`config.mk`:
```
export PLATFORM = sky130hd
export DESIGN_NAME = lacb_prescale
export DESIGN_NICKNAME = d
export VERILOG_FILES = /design/src/rtl/assert_macros.svh /design/src/rtl/lacb_pkg.sv /design/src/rtl/lacb_prescale.sv
export SDC_FILE = /design/constraint.sdc
export NUM_CORES = 1
export LEC_CHECK = 0
export BUFFER_PORTS_ARGS = -buffer_cell sky130_fd_sc_hd__buf_2
export CAP_MARGIN = 20
export CORE_MARGIN = 1
export CORE_UTILIZATION = 42
export CTS_BUF_LIST = sky130_fd_sc_hd__clkbuf_4 sky130_fd_sc_hd__clkbuf_8
export CTS_CLUSTER_DIAMETER = 100
export DETAILED_ROUTE_END_ITERATION = 12
export HOLD_SLACK_MARGIN = 0.08
export PLACE_DENSITY = 0.7
export SYNTH_ARGS = -nofsm -noshare
export SYNTH_HDL_FRONTEND = slang
export SYNTH_SLANG_ARGS = --single-unit
```
`constraint.sdc`:
```
create_clock -name clk -period 4.4 [get_ports clk]
set_input_delay 0.22 -clock clk [delete_from_list [all_inputs] [get_ports clk]]
set_output_delay 0.22 -clock clk [all_outputs]
set_load 0.05 [all_outputs]
```
`src/rtl/assert_macros.svh`:
```
// Assertion helpers for the RTL.
`ifndef ASSERT_MACROS_SVH
`define ASSERT_MACROS_SVH

// Same-cycle implication.
`define ASSERT_IMP(lbl, ante, cons) \
	lbl: assert property (@(posedge clk) disable iff (!arst_n) (ante) |-> (cons)) \
		else $error("assertion failed");

// Next-cycle implication.
`define ASSERT_NXT(lbl, ante, cons) \
	lbl: assert property (@(posedge clk) disable iff (!arst_n) (ante) |=> (cons)) \
		else $error("assertion failed");

`endif

```
`src/rtl/lacb_pkg.sv`:
```
`default_nettype none
package lacb_pkg;
	localparam int COORD_WIDTH    = 32;
	localparam int UNIT_FRAC_BITS = 14;
	localparam int UNIT_WIDTH     = UNIT_FRAC_BITS + 2;
	localparam int PS_BITS        = 30;
	localparam int PS_LAT         = 4;
	localparam int NORM_LAT       = PS_BITS + UNIT_FRAC_BITS + 6;

	typedef logic signed [COORD_WIDTH-1:0] coord_t;
	typedef logic signed [UNIT_WIDTH-1:0]  unit_t;
	typedef logic [PS_BITS-1:0]            pmag_t;

	typedef struct packed {
		coord_t eye_x;
		coord_t eye_y;
		coord_t eye_z;
		coord_t target_x;
		coord_t target_y;
		coord_t target_z;
		coord_t up_hint_x;
		coord_t up_hint_y;
		coord_t up_hint_z;
	} cmd_t;

	typedef struct packed {
		unit_t right_x;
		unit_t right_y;
		unit_t right_z;
		unit_t true_up_x;
		unit_t true_up_y;
		unit_t true_up_z;
		unit_t forward_x;
		unit_t forward_y;
		unit_t forward_z;
		logic  degenerate;
	} basis_t;
endpackage
`default_nettype wire

```
`src/rtl/lacb_prescale.sv`:
```
`default_nettype none
module lacb_prescale #(
	parameter int IN_W = 33
) (
	input  wire logic                   clk,
	input  wire logic                   en,
	input  wire logic signed [IN_W-1:0] v [3],
	output lacb_pkg::pmag_t             mag [3],
	output logic [2:0]                  neg,
	output logic                        nz
);
	import lacb_pkg::*;

	localparam int LW = $clog2(IN_W + 1);
	localparam int WW = IN_W + PS_BITS;

	logic [IN_W-1:0] m_s1 [3];
	logic [IN_W-1:0] m_s2 [3];
	logic [IN_W-1:0] m_s3 [3];
	logic [2:0]      n_s1, n_s2, n_s3;
	logic [IN_W-1:0] mx_s2;
	logic [LW-1:0]   len_s3;
	logic [IN_W-1:0] mx_d;
	logic [LW-1:0]   len_d;
	logic [WW-1:0]   wide [3];

	always_comb begin
		mx_d = m_s1[0];
		if (m_s1[1] > mx_d) mx_d = m_s1[1];
		if (m_s1[2] > mx_d) mx_d = m_s1[2];
	end

	always_comb begin
		len_d = '0;
		for (int i = 0; i < IN_W; i++)
			if (mx_s2[i]) len_d = LW'(i + 1);
	end

	// (m << PS_BITS) >> len gives exactly PS_BITS bits on the largest
	always_comb begin
		for (int i = 0; i < 3; i++)
			wide[i] = {m_s3[i], {PS_BITS{1'b0}}} >> len_s3;
	end

	always_ff @(posedge clk) begin
		if (en) begin
			for (int i = 0; i < 3; i++) begin
				m_s1[i] <= v[i][IN_W-1] ? IN_W'(-v[i]) : IN_W'(v[i]);
				n_s1[i] <= v[i][IN_W-1];
				mag[i]  <= wide[i][PS_BITS-1:0];
			end
			m_s2   <= m_s1;
			n_s2   <= n_s1;
			mx_s2  <= mx_d;
			m_s3   <= m_s2;
			n_s3   <= n_s2;
			len_s3 <= len_d;
			neg    <= n_s3;
			nz     <= (len_s3 != '0);
		end
	end
endmodule
`default_nettype wire

```
== After elaboration in Yosys (flattened, before gate mapping) ==
Index checks and enable logic that the tools add are counted.
Word-level totals
  register bits: 439
  bits of input ports: 101
  output and inout bits: 94
Cells by class
  shifts and indexed selects: 3
  multiplexer cells: 37
  reduce and logical (&&, ||, !) cells: 2
  add/sub/neg operators: 3
  magnitude comparators: 2
Operator list (count)
  $shr A63 B6 Y30: 3
  $mux W6: 30
  $neg A33 Y33: 3
  $mux W32: 3
  $gt A33 B33 Y1: 2
  $mux W33: 2
  $reduce_bool A6 Y1: 1
  $mux W1: 2
  $reduce_or A2 Y1: 1

== Longest topological paths before layout ==
Gate-level depths: netlist (run 1).
  depth in word-level cells: 32
  depth in mapped cells: 19
  mapped depth without buffers: 16

== Worst setup path after synthesis (run 1) ==
Ideal clock, no wire load.
  path type: reg-to-reg
  start point: register m_s1[37] in the netlist's numbering
  end point: register mx_s2[10] (data pin)
  setup time: 265 ps
  data arrival time: 4111 ps
  path slack: 24 ps
  stages on the path, launching flop included: 19
  path buffers: 3
  required time: 4135 ps
  period minus slack after synthesis: 4376 ps
  path through: edfxtp_1 > ha_1 > nand3_1 > o21bai_1 > a311oi_1 > o311a_1 > o211a_1 > clkbuf_1 > buf_2 > mux2i_1 > ha_1 > a21oi_1 > nand2_1 > a221o_1 > or3_1 > a2111oi_0 > nor2_1 > buf_2 > mux2i_1
On the way
  word-level cells in the longest chain between the ends: 4
Ends and longest elaborated chain
  from (decl): RTL line lacb_prescale.sv:17  | logic [IN_W-1:0] m_s1 [3];
  from (signal, indexed assignment): RTL line lacb_prescale.sv:48  | m_s1[i] <= v[i][IN_W-1] ? IN_W'(-v[i]) : IN_W'(v[i]);
  $gt A33 B33 Y1: RTL line lacb_prescale.sv:29  | if (m_s1[1] > mx_d) mx_d = m_s1[1];
  $mux W33 *: RTL line lacb_prescale.sv:29
  $gt A33 B33 Y1: RTL line lacb_prescale.sv:30  | if (m_s1[2] > mx_d) mx_d = m_s1[2];
  $mux W33 *: RTL line lacb_prescale.sv:30
  named net mx_d[10]: RTL line lacb_prescale.sv:23  | logic [IN_W-1:0] mx_d;
  to (signal assigned): RTL line lacb_prescale.sv:54  | mx_s2 <= mx_d;
  to (decl): RTL line lacb_prescale.sv:21  | logic [IN_W-1:0] mx_s2;
The timed path passes the listed nets; every way through them passes the cells marked *.
A chain may end at the register's enable or synchronous reset.

== Worst setup path after layout (run 1) ==
  start point: register m_s1[43] in the netlist's numbering
  end point: register mx_s2[0] (data pin)
The elaborated chain is that of the path after synthesis.

==> impl_summary.txt, run 1 <==
----------------------------------------------------
[Run status]
  Status ... complete, but fails checks
  Violations in the final reports ... negative setup slack

[Clock tree]
  Clock transition at the register clock pins on the worst setup and hold paths after CTS ... 0.07 ns
  Clock root cell ... sky130_fd_sc_hd__clkbuf_8
  Number of buffers on the longest clock path ... 3
  Number of clock buffers inserted by TritonCTS ... 72
  Count of clock tree sinks ... 439
  Number of H-tree branching levels ... 3
  Clock Latency Late Sink ... 0.67 ns
  CTS tree ... built

[Timing]
  Number of setup violations in the final report ... 11
  Setup repair after global routing missed its margin ... yes
  Post-route clock skew ... 0.0253 ns
  Total negative slack ... -0.128 ns
  Clock period minus final worst setup slack ... 4.43 ns
  Hold Vio Cnt, Final ... 0
  Transition time at the pin with the least slew margin ... 1.05 ns
  Max-Slew Margin vs Limit ... 30.0%
  Final Worst Setup Slack ... -0.0347 ns
  Max Freq ... 225 MHz
  Share of the clock period used by the worst path after layout ... 101%
  Final-report max-slew violation count ... 0

[Drt]
  DRC violation total after the first TritonRoute iteration ... 1,387
  Met3 layer wire length in the routed design ... 4620 µm
  M1 WL ... 30,100 µm
  Number of search-and-repair iterations in the first detailed-routing pass ... 6
  Routed length per instance ... 22.1 µm
  Via count ... 18,200
  DRC viols ... 0
  Routed length on met2 ... 34,100 µm
  Sum of routed wire length over all layers ... 71,600 µm
  Uppermost routed layer ... met4
  Post-route antenna net violation count ... 0
  Vias per cell ... 5.63

[GRT]
  Largest net degree at the start of global routing ... 122
  Via count of the first global-routing pass ... 18,100
  Overall routing resource usage ... 25.0%
  Wire length of the first global-routing pass ... 108,000 µm
  Number of antenna violations at the first check in global routing ... 0
  Total global routing overflow ... 0

[Synth]
  Post-synth net total ... 2,096
  Share of synthesized cell area in full adder, half adder and majority cells ... 3.63%
  Mux share of post-synthesis cell area ... 14.3%
  Prevailing post-synth register cell ... sky130_fd_sc_hd__edfxtp_1
  Post-synthesis instance area ... 0.0238 mm²
  YS warnings ... 0
  Post-synth ARST share ... 0%
  Flip-flop and latch count after synthesis ... 439
  Simple-gate portion of the synthesized area ... 9.14%
  Count of cell types in the netlist ... 64
  Post-synth EDFFs ... 439
  Compound-gate portion of the synthesized area ... 11.0%
  Avg Inst Size Synth ... 12.4 µm²
  Sequential area share after synthesis ... 55.4%
  Largest family of logic cells by synthesized area ... multiplexers
  Post-synthesis instance total ... 1,926
  Parity-gate share of the synthesized area counting xor and xnor cells ... 3.31%

[Placed design]
  Count of port buffers added during placement ... 194
  DPL Wire Length ... 52,400 µm
  Post-placement cell count ... 2,929
  Placed cell areas ... 0.0267 mm²
  Weighted congestion reported at the end of routability-driven placement ... 0.964

[Worst setup path]
  Critical-path top delay cell ... sky130_fd_sc_hd__edfxtp_1
  Data arrival time of the critical path ... 4.84 ns
  Chain of cells forming the critical path ... ha_1 > nand4_1 > a311oi_2 > o311a_1 > o211a_4 > buf_12 > buf_6 > buf_4 > mux2_2 > ha_1 > nor2b_1 > o2111ai_1 > and3_1 > o21ai_2 > a2111oi_4 > nor2_4 > mux2_2
  Internal reg-to-reg setup slack ... -0.03 ns
  Crit Path Max Fanout ... 8
  Startpoint kind of the worst setup timing path ... register
  CP required ... 4.81 ns
  Setup Crit Path Kind ... register to register
  Dominant delay contributor by cell family on the critical path ... compound AO/OA/AOI/OAI gates
  Number of buffers and inverters on the critical path ... 3
  Highest cell delay on the worst timing path ... 0.42 ns
  Type of element capturing the critical path ... register

[Min path]
  Worst min path class ... primary input to register

[Layout]
  Cell area after layout ... 0.0302 mm²
  Ratio of cells with drive above 1 in the final layout ... 26.5%
  Layout Utilization ... 54.4%
  Area Growth Syn to Fin ... 26.9%
  Layout Cells excl Fill ... 3,235
  Most common cell after layout, fill and taps aside ... sky130_fd_sc_hd__edfxtp_1
  Top library cells by usage in the layout, fill and taps aside ... 439 x sky130_fd_sc_hd__edfxtp_1, 260 x sky130_fd_sc_hd__nand2_1, 193 x sky130_fd_sc_hd__buf_2
  Nets@finish ... 2,597

[Die]
  Die Y ... 240 µm
  I/O Pins ... 195
  Area of the die ... 0.0576 mm²
  Number of core rows ... 86
  Effective utilization at floorplan ... 42.9%
  Horizontal extent of the die ... 240 µm
  Floorplan Core Area ... 0.0555 mm²

[Pwr]
  Total power divided by cell area ... 465 mW/mm²
  Max IR drop VDD ... 0.328 mV
  Reported leakage power ... 0.0117 µW
  Overall power of the completed layout ... 14,000 µW

[Run]
  Max-capacitance violation count ... 0

----------------------------------------------------
-- sequential cells by signal, indices dropped and copies added (netlist names) --
register  count
len_s3        6
m_s1         99
m_s2         99
m_s3         99
mag          90
mx_s2        33
n_s1          3
n_s2          3
n_s3          3
neg           3
nz            1
-- final cells by class --
cell class / count / area, µm²
clock buffers: 86 / 1100
inverters: 88 / 332
multi-input cells: 1288 / 10100
fillers: 4548 / 25300
well taps: 748 / 936
clock inverters: 47 / 412
flip-flops and latches: 439 / 13200
repair buffers: 538 / 4120
diodes: 1 / 2.50
-- power by group --
| part | total (µW) | internal [µW] | leakage [µW] | switching (µW) |
|---|---|---|---|---|
| clock | 3750 | 2040 | 0.000778 | 1710 |
| sequential | 5570 | 5260 | 0.00433 | 304 |
| combinational | 4730 | 1870 | 0.00660 | 2870 |
-- per-layer routing --
| layer | global-route usage [%] | up-vias |
|---|---|---|
| li1 | - | 8412 |
| met3 | 3.74 | 144 |
| met4 | 11.4 | 0 |
| met1 | 32.7 | 8828 |
| met5 | 0 | - |
| met2 | 41.2 | 838 |
-- what timing repair did --
item	4_1_cts	5_1_grt
hold buffers	152	0
pin swaps	20	15
hold endpoints to repair	179	0
resized for setup	42	21
cloned	2	0
setup endpoints to repair	33	33
setup buffers	14	5
-- worst paths after layout --
path | endpoint | startpoint | cells after the start
min | m_s1[0] | v[0] | 2
max reg2reg | mx_s2[0] | m_s1[43] | 17
max | mx_s2[0] | m_s1[43] | 17
min reg2reg | m_s3[69] | m_s2[69] | 0
-- Yosys cell counts (all sizes together) (4+ instances only) --
| cell | n | area (µm²) |
|---|---|---|
| a31oi | 5 | 31.3 |
| clkbuf | 78 | 293 |
| nor3 | 16 | 85.1 |
| o2bb2ai | 12 | 105 |
| o22a | 9 | 78.8 |
| a21oi | 61 | 305 |
| or4 | 13 | 113 |
| o41ai | 17 | 149 |
| nand2 | 261 | 980 |
| mux2 | 23 | 259 |
| o21a | 7 | 52.6 |
| a22o | 6 | 52.6 |
| mux2i | 138 | 1380 |
| nand4 | 18 | 113 |
| edfxtp | 439 | 13200 |
| a211oi | 14 | 105 |
| mux4 | 78 | 1760 |
| or3 | 8 | 60.1 |
| o22ai | 61 | 382 |
| nand3 | 26 | 130 |
| a21o | 11 | 82.6 |
| buf | 33 | 146 |
| and3 | 7 | 43.8 |
| ha | 69 | 863 |
| nand2b | 12 | 75.1 |
| xor2 | 4 | 35.0 |
| xnor2 | 86 | 753 |
| o31ai | 23 | 186 |
| o31a | 4 | 35.0 |
| nor2 | 90 | 338 |
| nor2b | 8 | 50.1 |
| nor4 | 11 | 81.3 |
| o221ai | 17 | 149 |
| a22oi | 12 | 90.1 |
| or2 | 6 | 37.5 |
| inv | 86 | 323 |
| o21ai | 122 | 611 |
-- logic make-up after synthesis --
kind of cell    after synthesis
simple gates                485
flops                       439
fa+ha+maj                    69
compound gates              405
xor+xnor                     90
mux                         239
buf+inv                     199
-- metrics by stage --
step	hold slack, ns	setup slack [ns]
6_report	0.319	-0.0347
3_3_place_gp	0.402	-0.334
2_1_floorplan	0.319	0.0242
3_5_place_dp	0.405	-0.487
4_1_cts	0.250	-0.0775
5_1_grt	0.309	-0.192
Note: power is estimated with default switching activity, not from simulation.
==> inputs of run 2 (changes only) <==
--- a/config.mk
+++ b/config.mk
@@ -5,15 +5,16 @@
 export SDC_FILE = /design/constraint.sdc
 export NUM_CORES = 1
 export LEC_CHECK = 0
-export BUFFER_PORTS_ARGS = -buffer_cell sky130_fd_sc_hd__buf_2
+export ABC_AREA = 1
 export CAP_MARGIN = 20
 export CORE_MARGIN = 1
 export CORE_UTILIZATION = 42
 export CTS_BUF_LIST = sky130_fd_sc_hd__clkbuf_4 sky130_fd_sc_hd__clkbuf_8
 export CTS_CLUSTER_DIAMETER = 100
 export DETAILED_ROUTE_END_ITERATION = 12
+export DONT_BUFFER_PORTS = 1
 export HOLD_SLACK_MARGIN = 0.08
-export PLACE_DENSITY = 0.7
+export PLACE_DENSITY = 0.67
 export SYNTH_ARGS = -nofsm -noshare
 export SYNTH_HDL_FRONTEND = slang
 export SYNTH_SLANG_ARGS = --single-unit
==> run 2 against run 1 <==
Against the previous run: the run ends with negative hold slack, negative setup slack left; worst setup slack got worse by 0.083 ns; combinational power decreased by 26%; sequential power increased by 9.7%.
==> impl_summary.txt, run 2 <==
----------------------------------------------------
[Timing]
  Clock period minus final worst setup slack ... 4.52 ns
  Max Freq ... 221 MHz
  Hold Vio Cnt, Final ... 32
  Hold slack ... -0.309 ns
  Final-report max-slew violation count ... 0
  Post-route clock skew ... 0.0321 ns
  Final Worst Setup Slack ... -0.118 ns
  Share of the clock period used by the worst path after layout ... 103%
  Number of setup violations in the final report ... 33
  Transition time at the pin with the least slew margin ... 1.05 ns
  Max-Slew Margin vs Limit ... 30.2%
  Setup repair after global routing missed its margin ... yes

[Clock tree]
  CTS tree ... built
  Clock root cell ... sky130_fd_sc_hd__clkbuf_8
  Number of buffers on the longest clock path ... 3
  Clock transition at the register clock pins on the worst setup and hold paths after CTS ... 0.07 ns
  Number of H-tree branching levels ... 3
  Number of clock buffers inserted by TritonCTS ... 75
  Count of clock tree sinks ... 439
  Clock Latency Late Sink ... 0.66 ns
  Cts-stage hold buffer count ... 168

[Placed design]
  Count of port buffers added during placement ... 0
  Weighted congestion reported at the end of routability-driven placement ... 0.986
  Post-placement cell count ... 3,402
  Worst setup slack before clock tree synthesis ... -0.312 ns
  DPL Wire Length ... 48,000 µm
  Placed cell areas ... 0.0252 mm²

[Pwr]
  Max IR drop VDD ... 0.290 mV
  Reported leakage power ... 0.0119 µW
  Total power divided by cell area ... 458 mW/mm²

[Drt]
  M1 WL ... 30,800 µm
  Vias per cell ... 5.30
  Routed length on met2 ... 31,000 µm
  Sum of routed wire length over all layers ... 68,000 µm
  Number of search-and-repair iterations in the first detailed-routing pass ... 8
  DRC violation total after the first TritonRoute iteration ... 1,612
  DRC viols ... 0
  Post-route antenna net violation count ... 0
  Uppermost routed layer ... met4
  Via count ... 19,800
  Met3 layer wire length in the routed design ... 4090 µm
  Routed length per instance ... 18.2 µm

[GRT]
  Total global routing overflow ... 0
  Number of antenna violations at the first check in global routing ... 1
  Overall routing resource usage ... 23.0%
  Via count of the first global-routing pass ... 18,100
  Wire length of the first global-routing pass ... 102,000 µm
  Largest net degree at the start of global routing ... 440

[Layout]
  Area Growth Syn to Fin ... 21.6%
  Top library cells by usage in the layout, fill and taps aside ... 933 x sky130_fd_sc_hd__nand2_1, 439 x sky130_fd_sc_hd__edfxtp_1, 255 x sky130_fd_sc_hd__o21ai_0
  Nets@finish ... 3,094
  Cell area after layout ... 0.0292 mm²
  Most common cell after layout, fill and taps aside ... sky130_fd_sc_hd__nand2_1
  Ratio of cells with drive above 1 in the final layout ... 11.4%
  Biggest registers after layout ... m_s1 (99), m_s2 (99), m_s3 (99)
  Layout Utilization ... 51.8%
  Layout Cells excl Fill ... 3,737

[Synth]
  Top cell type by total area after synthesis ... sky130_fd_sc_hd__edfxtp_1
  Sequential area share after synthesis ... 54.9%
  Post-synth net total ... 2,854
  Prevailing post-synth register cell ... sky130_fd_sc_hd__edfxtp_1
  Area share of the leading cell type in the synthesized netlist ... 54.9%
  YS warnings ... 0
  Count of cell types in the netlist ... 44
  Count leader, synth ... sky130_fd_sc_hd__nand2_1
  Post-synthesis instance area ... 0.0240 mm²
  Post-synthesis instance total ... 2,684
  Cells taking the most area after synthesis ... sky130_fd_sc_hd__edfxtp_1 55%, sky130_fd_sc_hd__nand2_1 15%, sky130_fd_sc_hd__o21ai_0 5.9%
  Post-synth ARST share ... 0%
  Synth cell count leaders ... 941 x sky130_fd_sc_hd__nand2_1, 439 x sky130_fd_sc_hd__edfxtp_1, 283 x sky130_fd_sc_hd__o21ai_0, 200 x sky130_fd_sc_hd__nand3_1, 160 x sky130_fd_sc_hd__nor2_1
  Post-synth EDFFs ... 439
  Flip-flop and latch count after synthesis ... 439
  Avg Inst Size Synth ... 8.95 µm²

[Die]
  Area of the die ... 0.0581 mm²
  Horizontal extent of the die ... 241 µm
  Floorplan Core Area ... 0.0564 mm²
  Effective utilization at floorplan ... 42.6%
  Die Y ... 241 µm
  Number of core rows ... 87
  I/O Pins ... 195

[Worst setup path]
  Data arrival time of the critical path ... 4.91 ns
  Startpoint kind of the worst setup timing path ... register
  Most Frequent Cell on Critical Path ... sky130_fd_sc_hd__buf_4
  Critical-path top delay cell ... sky130_fd_sc_hd__edfxtp_1
  Highest cell delay on the worst timing path ... 0.40 ns
  Crit Path Max Fanout ... 8
  Type of element capturing the critical path ... register
  Setup Crit Path Kind ... register to register
  CP required ... 4.80 ns

[Run]
  Max-capacitance violation count ... 0

[Run status]
  Status ... complete, but fails checks
  Violations in the final reports ... negative hold slack, negative setup slack

[Min path]
  Worst min path class ... primary input to register

----------------------------------------------------
run 2: cell types whose count changed in the layout (fill, tap and decap cells not counted), sizes merged, moves of 51 or more:
cell	change
buf	-256
inv	+68
mux2i	-104
mux4	-78
nand2	+680
nand3	+175
nor2	+71
o21ai	+166
o22ai	-61
xnor2	-51
xor2	+51
run 2: metal layers:
metal | global-route usage [%] | up-vias
met1 | 32.0 | 9282
met5 | 0 | -
met4 | 9.07 | 0
li1 | - | 9618
met2 | 36.1 | 781
met3 | 3.31 | 138
run 2: cell type report:
cell class / count / area [µm²]
fill: 5100 / 27200
clock inverter: 41 / 352
antenna: 1 / 2.50
clock buffer: 92 / 1160
timing repair buffer: 299 / 2870
sequential: 439 / 13200
tap: 756 / 946
multi-input combinational: 1951 / 10100
inverter: 158 / 599
run 2: path summary, 6_finish.rpt:
check | startpoint | to | slack (ns) | cells past startpoint
min | en | neg[1] | -0.31 | 0
min reg2reg | m_s2[51] | m_s3[51] | 0.39 | 0
max | m_s1[68] | mx_s2[0] | -0.12 | 31
max reg2reg | m_s1[68] | mx_s2[0] | -0.12 | 31
run 2: critical path, delay by kind of cell, from the launching register on:
family	cells	cell delay (ns)
buffers and inverters	10	1.29
AO/OA/AOI/OAI	10	1.26
AND/OR/NAND/NOR	9	0.81
adder cells (fa/ha/maj)	2	0.51
flip-flops	1	0.40
run 2: timing repair:
action / in CTS / in global routing
pin swaps: 11 / 25
hold endpoints to repair: 541 / 389
buffers inserted: 13 / 13
endpoints found under the setup margin: 33 / 33
resized for setup: 37 / 75
gates cloned: 5 / 3
run 2: cell families (layout without fill, tap and decap cells):
group	Yosys count	count (layout)	synth area share, %
and+or+nand+nor	1381	1381	23.7
DFF	439	439	54.9
AOI/OAI and AO/OA	376	377	8.46
buffers and inverters	295	590	4.61
xor gates and xnor gates	90	90	3.28
adders and majority gates	69	69	3.60
muxes	34	34	1.42
other	0	1	0
run 2: per-stage QoR:
step,setup TNS [ns],power (µW)
3_3_place_gp,-9.75,9020
6_report,-1.80,13400
2_1_floorplan,0,8050
4_1_cts,-3.79,13200
5_1_grt,-9.97,14000
3_5_place_dp,-8.13,9090
run 2: power breakdown:
group	switching (µW)	leakage [µW]	internal [µW]
registers	838	0.00433	5280
clock network	1680	0.000783	2050
logic	2170	0.00676	1340
